==> src/rtl/arrs_pkg.sv <==
// Package for the aligned read request splitter: sizes, limits, sequencer
// states and the packed word types used by the modules. No dependencies.
package arrs_pkg;

  localparam int ALIGN_UNIT  = 32;
  localparam int ALIGN_W     = $clog2(ALIGN_UNIT);
  localparam int MAX_CHUNK   = 2048;
  localparam int MAX_REQUEST = 126976;

  localparam int OFF_W  = 33;
  localparam int CNT_W  = 20;
  localparam int LEN_W  = 12;
  localparam int FROM_W = 5;
  localparam int DEST_W = 17;
  localparam int LEFT_W = $clog2(MAX_REQUEST + 1);

  localparam logic [OFF_W-1:0] SMALL_LIMIT = 33'h0_5705_7C00;
  localparam logic [OFF_W-1:0] LARGE_LIMIT = 33'h1_1824_4F00;

  typedef enum logic [2:0] {
    ST_IDLE,
    ST_ERR,
    ST_SINGLE,
    ST_HEAD,
    ST_BODY
  } arrs_state_t;

  typedef struct packed {
    logic [OFF_W-1:0] byte_offset;
    logic [CNT_W-1:0] byte_count;
  } arrs_in_t;

  typedef struct packed {
    logic [OFF_W-1:0]  chunk_offset;
    logic [LEN_W-1:0]  chunk_length;
    logic [FROM_W-1:0] copy_from;
    logic [LEN_W-1:0]  copy_count;
    logic [DEST_W-1:0] dest_offset;
    logic              too_long;
    logic              last;
  } arrs_cmd_t;

  typedef struct packed {
    logic [OFF_W-1:0]  chunk_offset;
    logic [LEN_W-1:0]  chunk_length;
    logic              issue_read;
    logic              in_range;
    logic [FROM_W-1:0] copy_from;
    logic [LEN_W-1:0]  copy_count;
    logic [DEST_W-1:0] dest_offset;
    logic              too_long;
    logic              last;
  } arrs_out_t;

endpackage

==> src/rtl/arrs_cmd_gen.sv <==
// Command sequencer: walks one request through error, single, head and
// chunk commands with a shared offset/remaining/destination step. Depends on arrs_pkg.
module arrs_cmd_gen import arrs_pkg::*; (
  input  logic      clk,
  input  logic      rst_n,
  input  logic      load,
  input  arrs_in_t  req,
  input  logic      advance,
  output logic      busy,
  output arrs_cmd_t cmd
);

  arrs_state_t       state_r, state_nxt;
  logic [OFF_W-1:0]  cur_r, cur_nxt;
  logic [LEFT_W-1:0] left_r, left_nxt;
  logic [DEST_W-1:0] dest_r, dest_nxt;

  logic              req_too_long;
  logic              req_aligned;
  logic [LEFT_W-1:0] head_j;
  logic [LEFT_W-1:0] head_room;
  logic [LEFT_W-1:0] step_amt;
  logic [OFF_W-1:0]  cur_sum;
  logic [LEFT_W-1:0] left_rem;
  logic [DEST_W-1:0] dest_sum;

  assign req_too_long = req.byte_count > CNT_W'(MAX_REQUEST);
  assign req_aligned  = (req.byte_offset[ALIGN_W-1:0] == '0) &&
                        (req.byte_count[ALIGN_W-1:0] == '0) &&
                        (req.byte_count <= CNT_W'(MAX_CHUNK));

  assign head_j    = LEFT_W'(cur_r[ALIGN_W-1:0]);
  assign head_room = LEFT_W'(ALIGN_UNIT) - head_j;

  // The head copies up to the next alignment boundary; every later
  // command takes at most one full chunk.
  always_comb begin
    if (state_r == ST_HEAD) begin
      step_amt = (head_room > left_r) ? left_r : head_room;
    end else begin
      step_amt = (left_r > LEFT_W'(MAX_CHUNK)) ? LEFT_W'(MAX_CHUNK) : left_r;
    end
  end

  assign cur_sum  = cur_r + OFF_W'(step_amt);
  assign left_rem = left_r - step_amt;
  assign dest_sum = dest_r + DEST_W'(step_amt);

  assign busy = (state_r != ST_IDLE);

  always_ff @(posedge clk) begin
    if (!rst_n) begin
      state_r <= ST_IDLE;
    end else begin
      state_r <= state_nxt;
    end
  end

  always_ff @(posedge clk) begin
    cur_r  <= cur_nxt;
    left_r <= left_nxt;
    dest_r <= dest_nxt;
  end

  always_comb begin
    state_nxt = state_r;
    cur_nxt   = cur_r;
    left_nxt  = left_r;
    dest_nxt  = dest_r;
    cmd       = '0;
    case (state_r)
      ST_IDLE: begin
        if (load) begin
          cur_nxt  = req.byte_offset;
          left_nxt = LEFT_W'(req.byte_count);
          dest_nxt = '0;
          if (req_too_long) begin
            state_nxt = ST_ERR;
          end else if (req_aligned) begin
            state_nxt = ST_SINGLE;
          end else if (req.byte_offset[ALIGN_W-1:0] != '0) begin
            state_nxt = ST_HEAD;
          end else begin
            state_nxt = ST_BODY;
          end
        end
      end
      ST_ERR: begin
        cmd.too_long = 1'b1;
        cmd.last     = 1'b1;
        if (advance) begin
          state_nxt = ST_IDLE;
        end
      end
      ST_SINGLE: begin
        cmd.chunk_offset = cur_r;
        cmd.chunk_length = LEN_W'(left_r);
        cmd.copy_count   = LEN_W'(left_r);
        cmd.last         = 1'b1;
        if (advance) begin
          state_nxt = ST_IDLE;
        end
      end
      ST_HEAD: begin
        cmd.chunk_offset = {cur_r[OFF_W-1:ALIGN_W], {ALIGN_W{1'b0}}};
        cmd.chunk_length = LEN_W'(ALIGN_UNIT);
        cmd.copy_from    = FROM_W'(cur_r[ALIGN_W-1:0]);
        cmd.copy_count   = LEN_W'(step_amt);
        cmd.last         = (left_rem == '0);
        if (advance) begin
          cur_nxt   = cur_sum;
          left_nxt  = left_rem;
          dest_nxt  = dest_sum;
          state_nxt = (left_rem == '0) ? ST_IDLE : ST_BODY;
        end
      end
      ST_BODY: begin
        cmd.chunk_offset = cur_r;
        cmd.chunk_length = LEN_W'(MAX_CHUNK);
        cmd.copy_count   = LEN_W'(step_amt);
        cmd.dest_offset  = dest_r;
        cmd.last         = (left_rem == '0);
        if (advance) begin
          cur_nxt   = cur_sum;
          left_nxt  = left_rem;
          dest_nxt  = dest_sum;
          state_nxt = (left_rem == '0) ? ST_IDLE : ST_BODY;
        end
      end
      default: begin
        state_nxt = ST_IDLE;
      end
    endcase
  end

endmodule

==> src/rtl/arrs_cache.sv <==
// One-entry sector cache and disc limit check for each generated command.
// Depends on arrs_pkg.
module arrs_cache import arrs_pkg::*; (
  input  logic      clk,
  input  logic      rst_n,
  input  arrs_cmd_t cmd,
  input  logic      fire,
  input  logic      large_disc,
  output logic      issue_read,
  output logic      in_range
);

  logic [OFF_W-1:0] cached_offset_r;
  logic [LEN_W-1:0] cached_length_r;
  logic             miss;

  assign miss = (cmd.chunk_offset != cached_offset_r) ||
                (cmd.chunk_length > cached_length_r);

  // A rejected request carries no read and leaves the cache alone.
  assign issue_read = miss && !cmd.too_long;
  assign in_range   = !cmd.too_long &&
                      ((cmd.chunk_offset < SMALL_LIMIT) ||
                       (large_disc && (cmd.chunk_offset < LARGE_LIMIT)));

  always_ff @(posedge clk) begin
    if (!rst_n) begin
      cached_offset_r <= '0;
      cached_length_r <= '0;
    end else if (fire && issue_read) begin
      cached_offset_r <= cmd.chunk_offset;
      cached_length_r <= cmd.chunk_length;
    end
  end

endmodule

==> src/rtl/aligned_read_request_splitter.sv <==
// Top level of the aligned read request splitter: input handshake, config
// register and output register around the sequencer and cache. Uses arrs_pkg.
//
// Each accepted request word becomes one to 63 command words: an error word
// for an over-long request, a single read for an aligned request of at most
// one chunk, or an optional 32-byte head read followed by 2048-byte reads.
// The sequencer produces one command per cycle through its shared offset
// step while the output is not stalled, and a request keeps the input
// stalled until its final command has moved into the output register.
// The output register lets the next request be taken while the final
// command still waits downstream.
module aligned_read_request_splitter import arrs_pkg::*; (
  input  logic      clk,
  input  logic      rst_n,
  input  logic      in_valid,
  output logic      in_stall,
  input  arrs_in_t  in_data,
  output logic      out_valid,
  input  logic      out_stall,
  output arrs_out_t out_data,
  input  logic      cfg_valid,
  output logic      cfg_ready,
  input  logic      cfg_data
);

  logic      large_disc_r;
  logic      out_valid_r;
  arrs_out_t out_data_r;
  logic      busy;
  logic      slot_free;
  logic      advance;
  logic      issue_read;
  logic      in_range;
  arrs_cmd_t cmd;

  assign cfg_ready = 1'b1;
  assign in_stall  = busy;
  assign slot_free = !out_valid_r || !out_stall;
  assign advance   = busy && slot_free;

  arrs_cmd_gen u_gen (
    .clk     (clk),
    .rst_n   (rst_n),
    .load    (in_valid && !busy),
    .req     (in_data),
    .advance (advance),
    .busy    (busy),
    .cmd     (cmd)
  );

  arrs_cache u_cache (
    .clk        (clk),
    .rst_n      (rst_n),
    .cmd        (cmd),
    .fire       (advance),
    .large_disc (large_disc_r),
    .issue_read (issue_read),
    .in_range   (in_range)
  );

  always_ff @(posedge clk) begin
    if (!rst_n) begin
      large_disc_r <= 1'b0;
    end else if (cfg_valid && cfg_ready) begin
      large_disc_r <= cfg_data;
    end
  end

  always_ff @(posedge clk) begin
    if (!rst_n) begin
      out_valid_r <= 1'b0;
    end else if (slot_free) begin
      out_valid_r <= advance;
    end
  end

  always_ff @(posedge clk) begin
    if (advance) begin
      out_data_r.chunk_offset <= cmd.chunk_offset;
      out_data_r.chunk_length <= cmd.chunk_length;
      out_data_r.issue_read   <= issue_read;
      out_data_r.in_range     <= in_range;
      out_data_r.copy_from    <= cmd.copy_from;
      out_data_r.copy_count   <= cmd.copy_count;
      out_data_r.dest_offset  <= cmd.dest_offset;
      out_data_r.too_long     <= cmd.too_long;
      out_data_r.last         <= cmd.last;
    end
  end

  assign out_valid = out_valid_r;
  assign out_data  = out_data_r;

endmodule
==> config.mk <==
export PLATFORM = sky130hd
export DESIGN_NAME = aligned_read_request_splitter
export DESIGN_NICKNAME = d
export VERILOG_FILES = /design/src/rtl/arrs_pkg.sv /design/src/rtl/arrs_cmd_gen.sv /design/src/rtl/arrs_cache.sv /design/src/rtl/aligned_read_request_splitter.sv
export SDC_FILE = /design/constraint.sdc
export NUM_CORES = 1
export LEC_CHECK = 0
export BUFFER_PORTS_ARGS = -buffer_cell sky130_fd_sc_hd__buf_4
export CELL_PAD_IN_SITES_DETAIL_PLACEMENT = 0
export CELL_PAD_IN_SITES_GLOBAL_PLACEMENT = 2
export CORE_MARGIN = 2
export CORE_UTILIZATION = 41
export DETAILED_ROUTE_END_ITERATION = 6
export GPL_TIMING_DRIVEN = 0
export PLACE_DENSITY = 0.9
export SLEW_MARGIN = 30
export SYNTH_ARGS = -nofsm -noshare
export SYNTH_HDL_FRONTEND = slang
export SYNTH_SLANG_ARGS = --single-unit
export TNS_END_PERCENT = 50
==> constraint.sdc <==
create_clock -name clk -period 14.4 [get_ports clk]
set_clock_uncertainty 0.15 [all_clocks]
set_input_delay 0.72 -clock clk [delete_from_list [all_inputs] [get_ports clk]]
set_output_delay 0.72 -clock clk [all_outputs]
set_load 0.02 [all_outputs]
* After elaboration in Yosys (flattened, before gate mapping)
Index checks and enable logic that the tools add are counted.
Storage, ports and cells: word-level logic and storage cells 86, latch bits 0, memory bits (read-only) 0, output and inout bits 86, RAM bits 0, input port bits 59, memories 0, register bits 200
Cells by class: shift-type cells 0, eq/ne operators 8, multiply operators 0, $add $sub $neg 4, divide/modulo/power cells 0, multiplexer cells 24, $lt $le $gt $ge 7, bitwise logic cells 0, reduce and logical (&&, ||, !) cells 26
Operator list (number):
- 45-bit case mux with 3 select lines | 1
- 17-bit 2-to-1 mux | 7
- 17-bit case mux with 2 select lines | 2
- 33-bit 2-to-1 mux | 2
- 33-bit case mux with 2 select lines | 1
- 33-bit by 17-bit adder with 33-bit output | 1
- 33-bit by 31-bit < comparator with 1-bit output, second input constant | 1
- 33-bit < comparator, second input constant | 1
- 33-bit inequality test | 1
- 12-bit case mux with 2 select lines | 1
- 3-bit 2-to-1 mux | 7
- 20-bit by 17-bit > comparator with 1-bit output, second input constant | 1
- 20-bit by 12-bit <= comparator with 1-bit output, second input constant | 1
- 17-bit adder | 1
- 17-bit by 12-bit > comparator with 1-bit output, second input constant | 1
- 17-bit > comparator | 1
- 17-bit logical NOT | 1
- 17-bit subtractor | 1
- 12-bit > comparator | 1
- 5-bit logical NOT | 2
- 3-bit case mux with 3 select lines | 1
- 1-bit logical AND | 8
- 6-bit by 5-bit subtractor with 7-bit output, first input constant | 1
- 3-bit by 2-bit equality test with 1-bit output, second input constant | 2
- other kinds (13) | 22

* Longest topological paths before layout
depth in word-level cells 9, gate-level depth with buffers 25, mapped depth without buffers 24

* Cells and area by module
Synthesis repeated with hierarchy kept, for this count alone.
Second synthesis, totals: cells, all modules 1182, area total of the unflattened synthesis 11708.7 um2
By module, submodules not included:
- arrs_cmd_gen | instances 1, area an instance 6473.7 um2, cells each 780
- arrs_cache | instances 1, area an instance 2650.0 um2, cells each 309
- aligned_read_request_splitter | instances 1, area an instance 2585.0 um2, cells each 93

* Worst setup path before layout
No wires, ideal clock.
path kind reg-to-reg, from reg u_gen.cur_r[1], to reg u_gen.dest_r[15] (data pin), arrival 4.954 ns, cell stages (with the launch flop) 24, path slack 9.030 ns, clock period less this slack 5.370 ns, required time 13.984 ns, path buffers 1, setup time 0.266 ns, path through edfxtp_1 inv_1 ha_1 ha_1 nor2b_1 o21a_1 o21a_1 o21a_1 o21a_1 o21ai_1 and2_1 clkbuf_1 a21oi_1 nor2_1 ha_1 a21o_1 a21o_1 a2111oi_0 nor3_1 o31ai_1 o311ai_1 a21oi_1 xor2_1 nor2_1
Between the ends: word-level cells in the longest chain between the ends 7
RTL lines:
- from (decl) | line arrs_cmd_gen.sv:14 | logic [OFF_W-1:0] cur_r, cur_nxt;
- from (signal assigned) | line arrs_cmd_gen.sv:60 | cur_r <= cur_nxt;
- 6-bit by 5-bit subtractor with 7-bit output (*) | line arrs_cmd_gen.sv:33 | assign head_room = LEFT_W'(ALIGN_UNIT) - head_j;
- 17-bit > comparator | line arrs_cmd_gen.sv:39 | step_amt = (head_room > left_r) ? left_r : head_room;
- 17-bit 2-to-1 mux (*) | line arrs_cmd_gen.sv:39
- 17-bit 2-to-1 mux (*) | line arrs_cmd_gen.sv:38 | if (state_r == ST_HEAD) begin
- 17-bit adder (*) | line arrs_cmd_gen.sv:47 | assign dest_sum = dest_r + DEST_W'(step_amt);
- 17-bit 2-to-1 mux (*) | line arrs_cmd_gen.sv:110, arrs_cmd_gen.sv:123
- 17-bit case mux with 2 select lines (*) | line arrs_cmd_gen.sv:71 | case (state_r)
- to (signal assigned) | line arrs_cmd_gen.sv:62 | dest_r <= dest_nxt;
- to (decl) | line arrs_cmd_gen.sv:16 | logic [DEST_W-1:0] dest_r, dest_nxt;
Every way passes the cells marked *; elsewhere a longest branch is shown, timed or not. The select of a mux whose other input is x is not followed. A chain may end at the register's enable or synchronous reset.

==> reports/qor.yml <==
outcome: "finished clean"
ctsHoldBuffers: 0
synth_cell_types: 76
multiInputGateArea_um2: 6051
ios: 145
cp_max_fo: 10
clk_pin_slew_ns: 0.08
gp_congestion: 0.8402
io_buffers: 142
cts_sinks: 200
yosys_warnings: 0
power_frac_seq: 0.474
power_frac_clock: 0.341
worst_pin_slew_ns: 0.9253
placed_cell_area_um2: 13820
ant_nets: 0
fmax_mhz: 141.6
cts.htree.levels: 4
cp-end-kind: "flip-flop"
cts_tree: "yes"
drc: 0
cp-start-kind: "flip-flop"
netSwitchingFraction: 0.2999
fin_tns_setup_ns: 0
rr_worst_depth: 25
critPathKind: "flip-flop to flip-flop"
routedWlPerCell_um: 18.60
cpMostUsedCell: "o21a_1"
start_util: 0.4169
ir_worst_vdd_mv: 0.07115
seq_area_um2: 5505
synth_area_leaders: "edfxtp_1 38%, dfxtp_1 8.3%, ha_1 7.1%, nor2_1 3.9%, mux2i_1 3.7%"
path_delay_family: "simple AND/OR/NAND/NOR gates"
combPwrFrac: 0.185
grt_use_total: 0.2178
worst_path_largest_cell_delay_ns: 0.79
die_h_um: 175.1
synth_top_cell_by_area: "edfxtp_1"
area_growth_pct: 20.22
grtUsageMet3: 0.03024
grt_pass1_wl_um: 51320
powerDensity_nw_per_um2: 99.39
regToRegEndpoint: "out_data[0]$_DFFE_PP_"
final_util: 0.5012
synthCells: 1216
fin_area_um2: 14430
min_path_cells: 2
die_width_um: 175.1
hold_viol: 0
antenna-diode-count: 0
cts_made_buffers: 17
synthDominantCellAreaShare: 0.3754
routed_wl_um: 33360
layout_min_cycle_time_ns: 7.064
r2r_start: "u_gen.cur_r[1]$_DFFE_PP_"
ys_seq_area_frac: 0.4588
ys_ff_latch: 200
grt_setup_unrepaired: "no"
dr.pass1.iters: 6
period_share: 0.4905
cts_resized: 0
drt_iter0_drc: 703
required_ns: 14.53
setup_viol: 0
cts_buffer_depth: 2
nFillCells: 2711
arrival_ns: 7.20
grt_overflow_total: 0
rows: 62
avgSynthCellArea_um2: 9.868
cap_violations: 0
grt_pass1_vias: 9044
maxSlewHeadroom: 0.3775
via_per_inst: 5.392
async_reset_ff_frac: 0
worstHoldPathType: "flip-flop to flip-flop"
crit_buf_inv: 3
yosysMostFrequentCell: "edfxtp_1"
antenna_found_initial: 0
cts_root_buf: "clkbuf_16"
syn-cell-area_um2: 12000
worst_hold_path.endpoint: "u_cache.cached_offset_r[3]$_SDFFE_PN0P_"
nets: 1527
synth_ff_type: "edfxtp_1"
grt_max_degree: 28
p_leak_nw: 5.995
detailed_place_hpwl_um: 25750
grtUsageMet1: 0.3136
vias: 9674
p_int_w: 0.001004
reg2reg_setup_slack_ns: 7.34
grt-busiest-layer: "met2"
synth_edf_count: 150
dieArea_um2: 30650
coreArea_um2: 28780
cts_setup_buffers: 0
slew_violations: 0
p_sw_w: 0.0004300
ys_top_cells_by_count: "150 x edfxtp_1, 125 x nor2_1, 105 x nand2_1, 78 x a21oi_1, 68 x ha_1"
layout-drive-gt1-share: 0.1504
slowest_stage: "nor4_1"
use_met2: 0.3503
clk_latency_ns: 0.44
hold_start: "u_cache.cached_offset_r[3]$_SDFFE_PN0P_"
worst max-delay path by stage:
stage | start | endpoint | slack, ns | depth (start not counted)
after CTS | u_gen.cur_r[1]$_DFFE_PP_ | out_data[0]$_DFFE_PP_ | 7.38 | 25
after global placement | u_gen.state_r[0]$_SDFFE_PN0P_ | u_gen.dest_r[13]$_SDFFCE_PP0P_ | 6.96 | 6
after floorplan | u_gen.cur_r[1]$_DFFE_PP_ | u_gen.dest_r[15]$_SDFFCE_PP0P_ | 9.03 | 23
after detailed placement | u_gen.cur_r[1]$_DFFE_PP_ | out_data[0]$_DFFE_PP_ | 7.43 | 25
final | u_gen.cur_r[1]$_DFFE_PP_ | out_data[0]$_DFFE_PP_ | 7.34 | 25
after global routing | u_gen.cur_r[1]$_DFFE_PP_ | out_data[0]$_DFFE_PP_ | 6.86 | 25
cells by family after synthesis:
group           after synthesis  share of synthesized area
fa+ha+maj                    71                    0.07591
xor+xnor                     68                    0.05026
mux                          45                    0.03764
flops                       200                     0.4588
simple gates                452                     0.1912
other cells                   2                  0.0006259
buf+inv                     110                    0.04181
compound gates              268                     0.1437
final cells by class:
class | count | area share
Inverter | 58 | 0.01509
Buffer | 52 | 0.01969
Clock inverter | 15 | 0.01214
Tap cell | 384 | 0.03331
Sequential cell | 200 | 0.3816
Timing Repair Buffer | 150 | 0.08917
Multi-Input combinational cell | 918 | 0.4195
Clock buffer | 17 | 0.02949
routing by layer:
layer  up-vias  share of wire  routed length [µm]
met2       240           0.46               15250
li1       4761              -                   -
met5         -              0                   0
met3        17          0.044                1452
met1      4656           0.49               16300
met4         0          0.011                 355
registers in the layout, summed over array words and instances (netlist names):
name and cells:
u_gen.state_r 3, u_gen.cur_r 33, out_data 83, u_gen.dest_r 17, u_cache.cached_offset_r 33, large_disc_r 1, u_cache.cached_length_r 12, u_gen.left_r 17
out_valid 1
power by group through the flow:
stage | clock [W] | combinational [W] | sequential [W]
detailed placement | 0 | 0.000264 | 0.000692
global route | 0.000519 | 0.000290 | 0.000684
global placement | 0 | 0.000248 | 0.000697
floorplan | 0 | 0.000150 | 0.000707
CTS | 0.000498 | 0.000265 | 0.000679
finish | 0.000488 | 0.000266 | 0.000680
through the flow:
| stage | instances | power, W | hold WS (ns) | setup slack [ns] |
|---|---|---|---|---|
| 2_1_floorplan | 1228 | 0.0008566 | 0.2975 | 9.030 |
| 6_report | 1794 | 0.001434 | 0.3249 | 7.336 |
| 5_1_grt | 1794 | 0.001492 | 0.3585 | 6.863 |
| 3_3_place_gp | 1754 | 0.0009444 | 0.3040 | 6.963 |
| 4_1_cts | 1794 | 0.001442 | 0.3294 | 7.383 |
| 3_5_place_dp | 1762 | 0.0009560 | 0.3120 | 7.430 |
worst register-to-register path, stage by stage (launching register included):
cell,delay [ns]
edfxtp_1,0.51
inv_1,0.23
ha_1,0.30
ha_1,0.30
nor2b_1,0.14
o21a_1,0.16
o21a_1,0.16
o21a_1,0.16
o21a_1,0.17
o21ai_1,0.26
and2_1,0.21
clkbuf_1,0.38
a21oi_1,0.13
nor2_1,0.28
ha_1,0.23
inv_1,0.05
fa_1,0.40
a211oi_1,0.37
nor2_1,0.11
xor2_1,0.18
a2111oi_0,0.46
and3_1,0.25
nand4_1,0.13
nor4_1,0.79
nand2_1,0.22
nand2_1,0.20
cell usage in the layout (no fill, tap or decap), types with 37 or more instances in the layout:
cell type | netlist | layout
mux2i_1 | 44 | 44
xnor2_1 | 37 | 37
ha_1 | 68 | 68
nand2_1 | 105 | 105
a21oi_1 | 78 | 78
dfxtp_1 | 50 | 50
nor2_1 | 125 | 125
and2_1 | 54 | 54
o21ai_0 | 37 | 37
inv_1 | 58 | 58
edfxtp_1 | 150 | 150
buf_4 | 2 | 144
(Power assumes the default switching activity.)
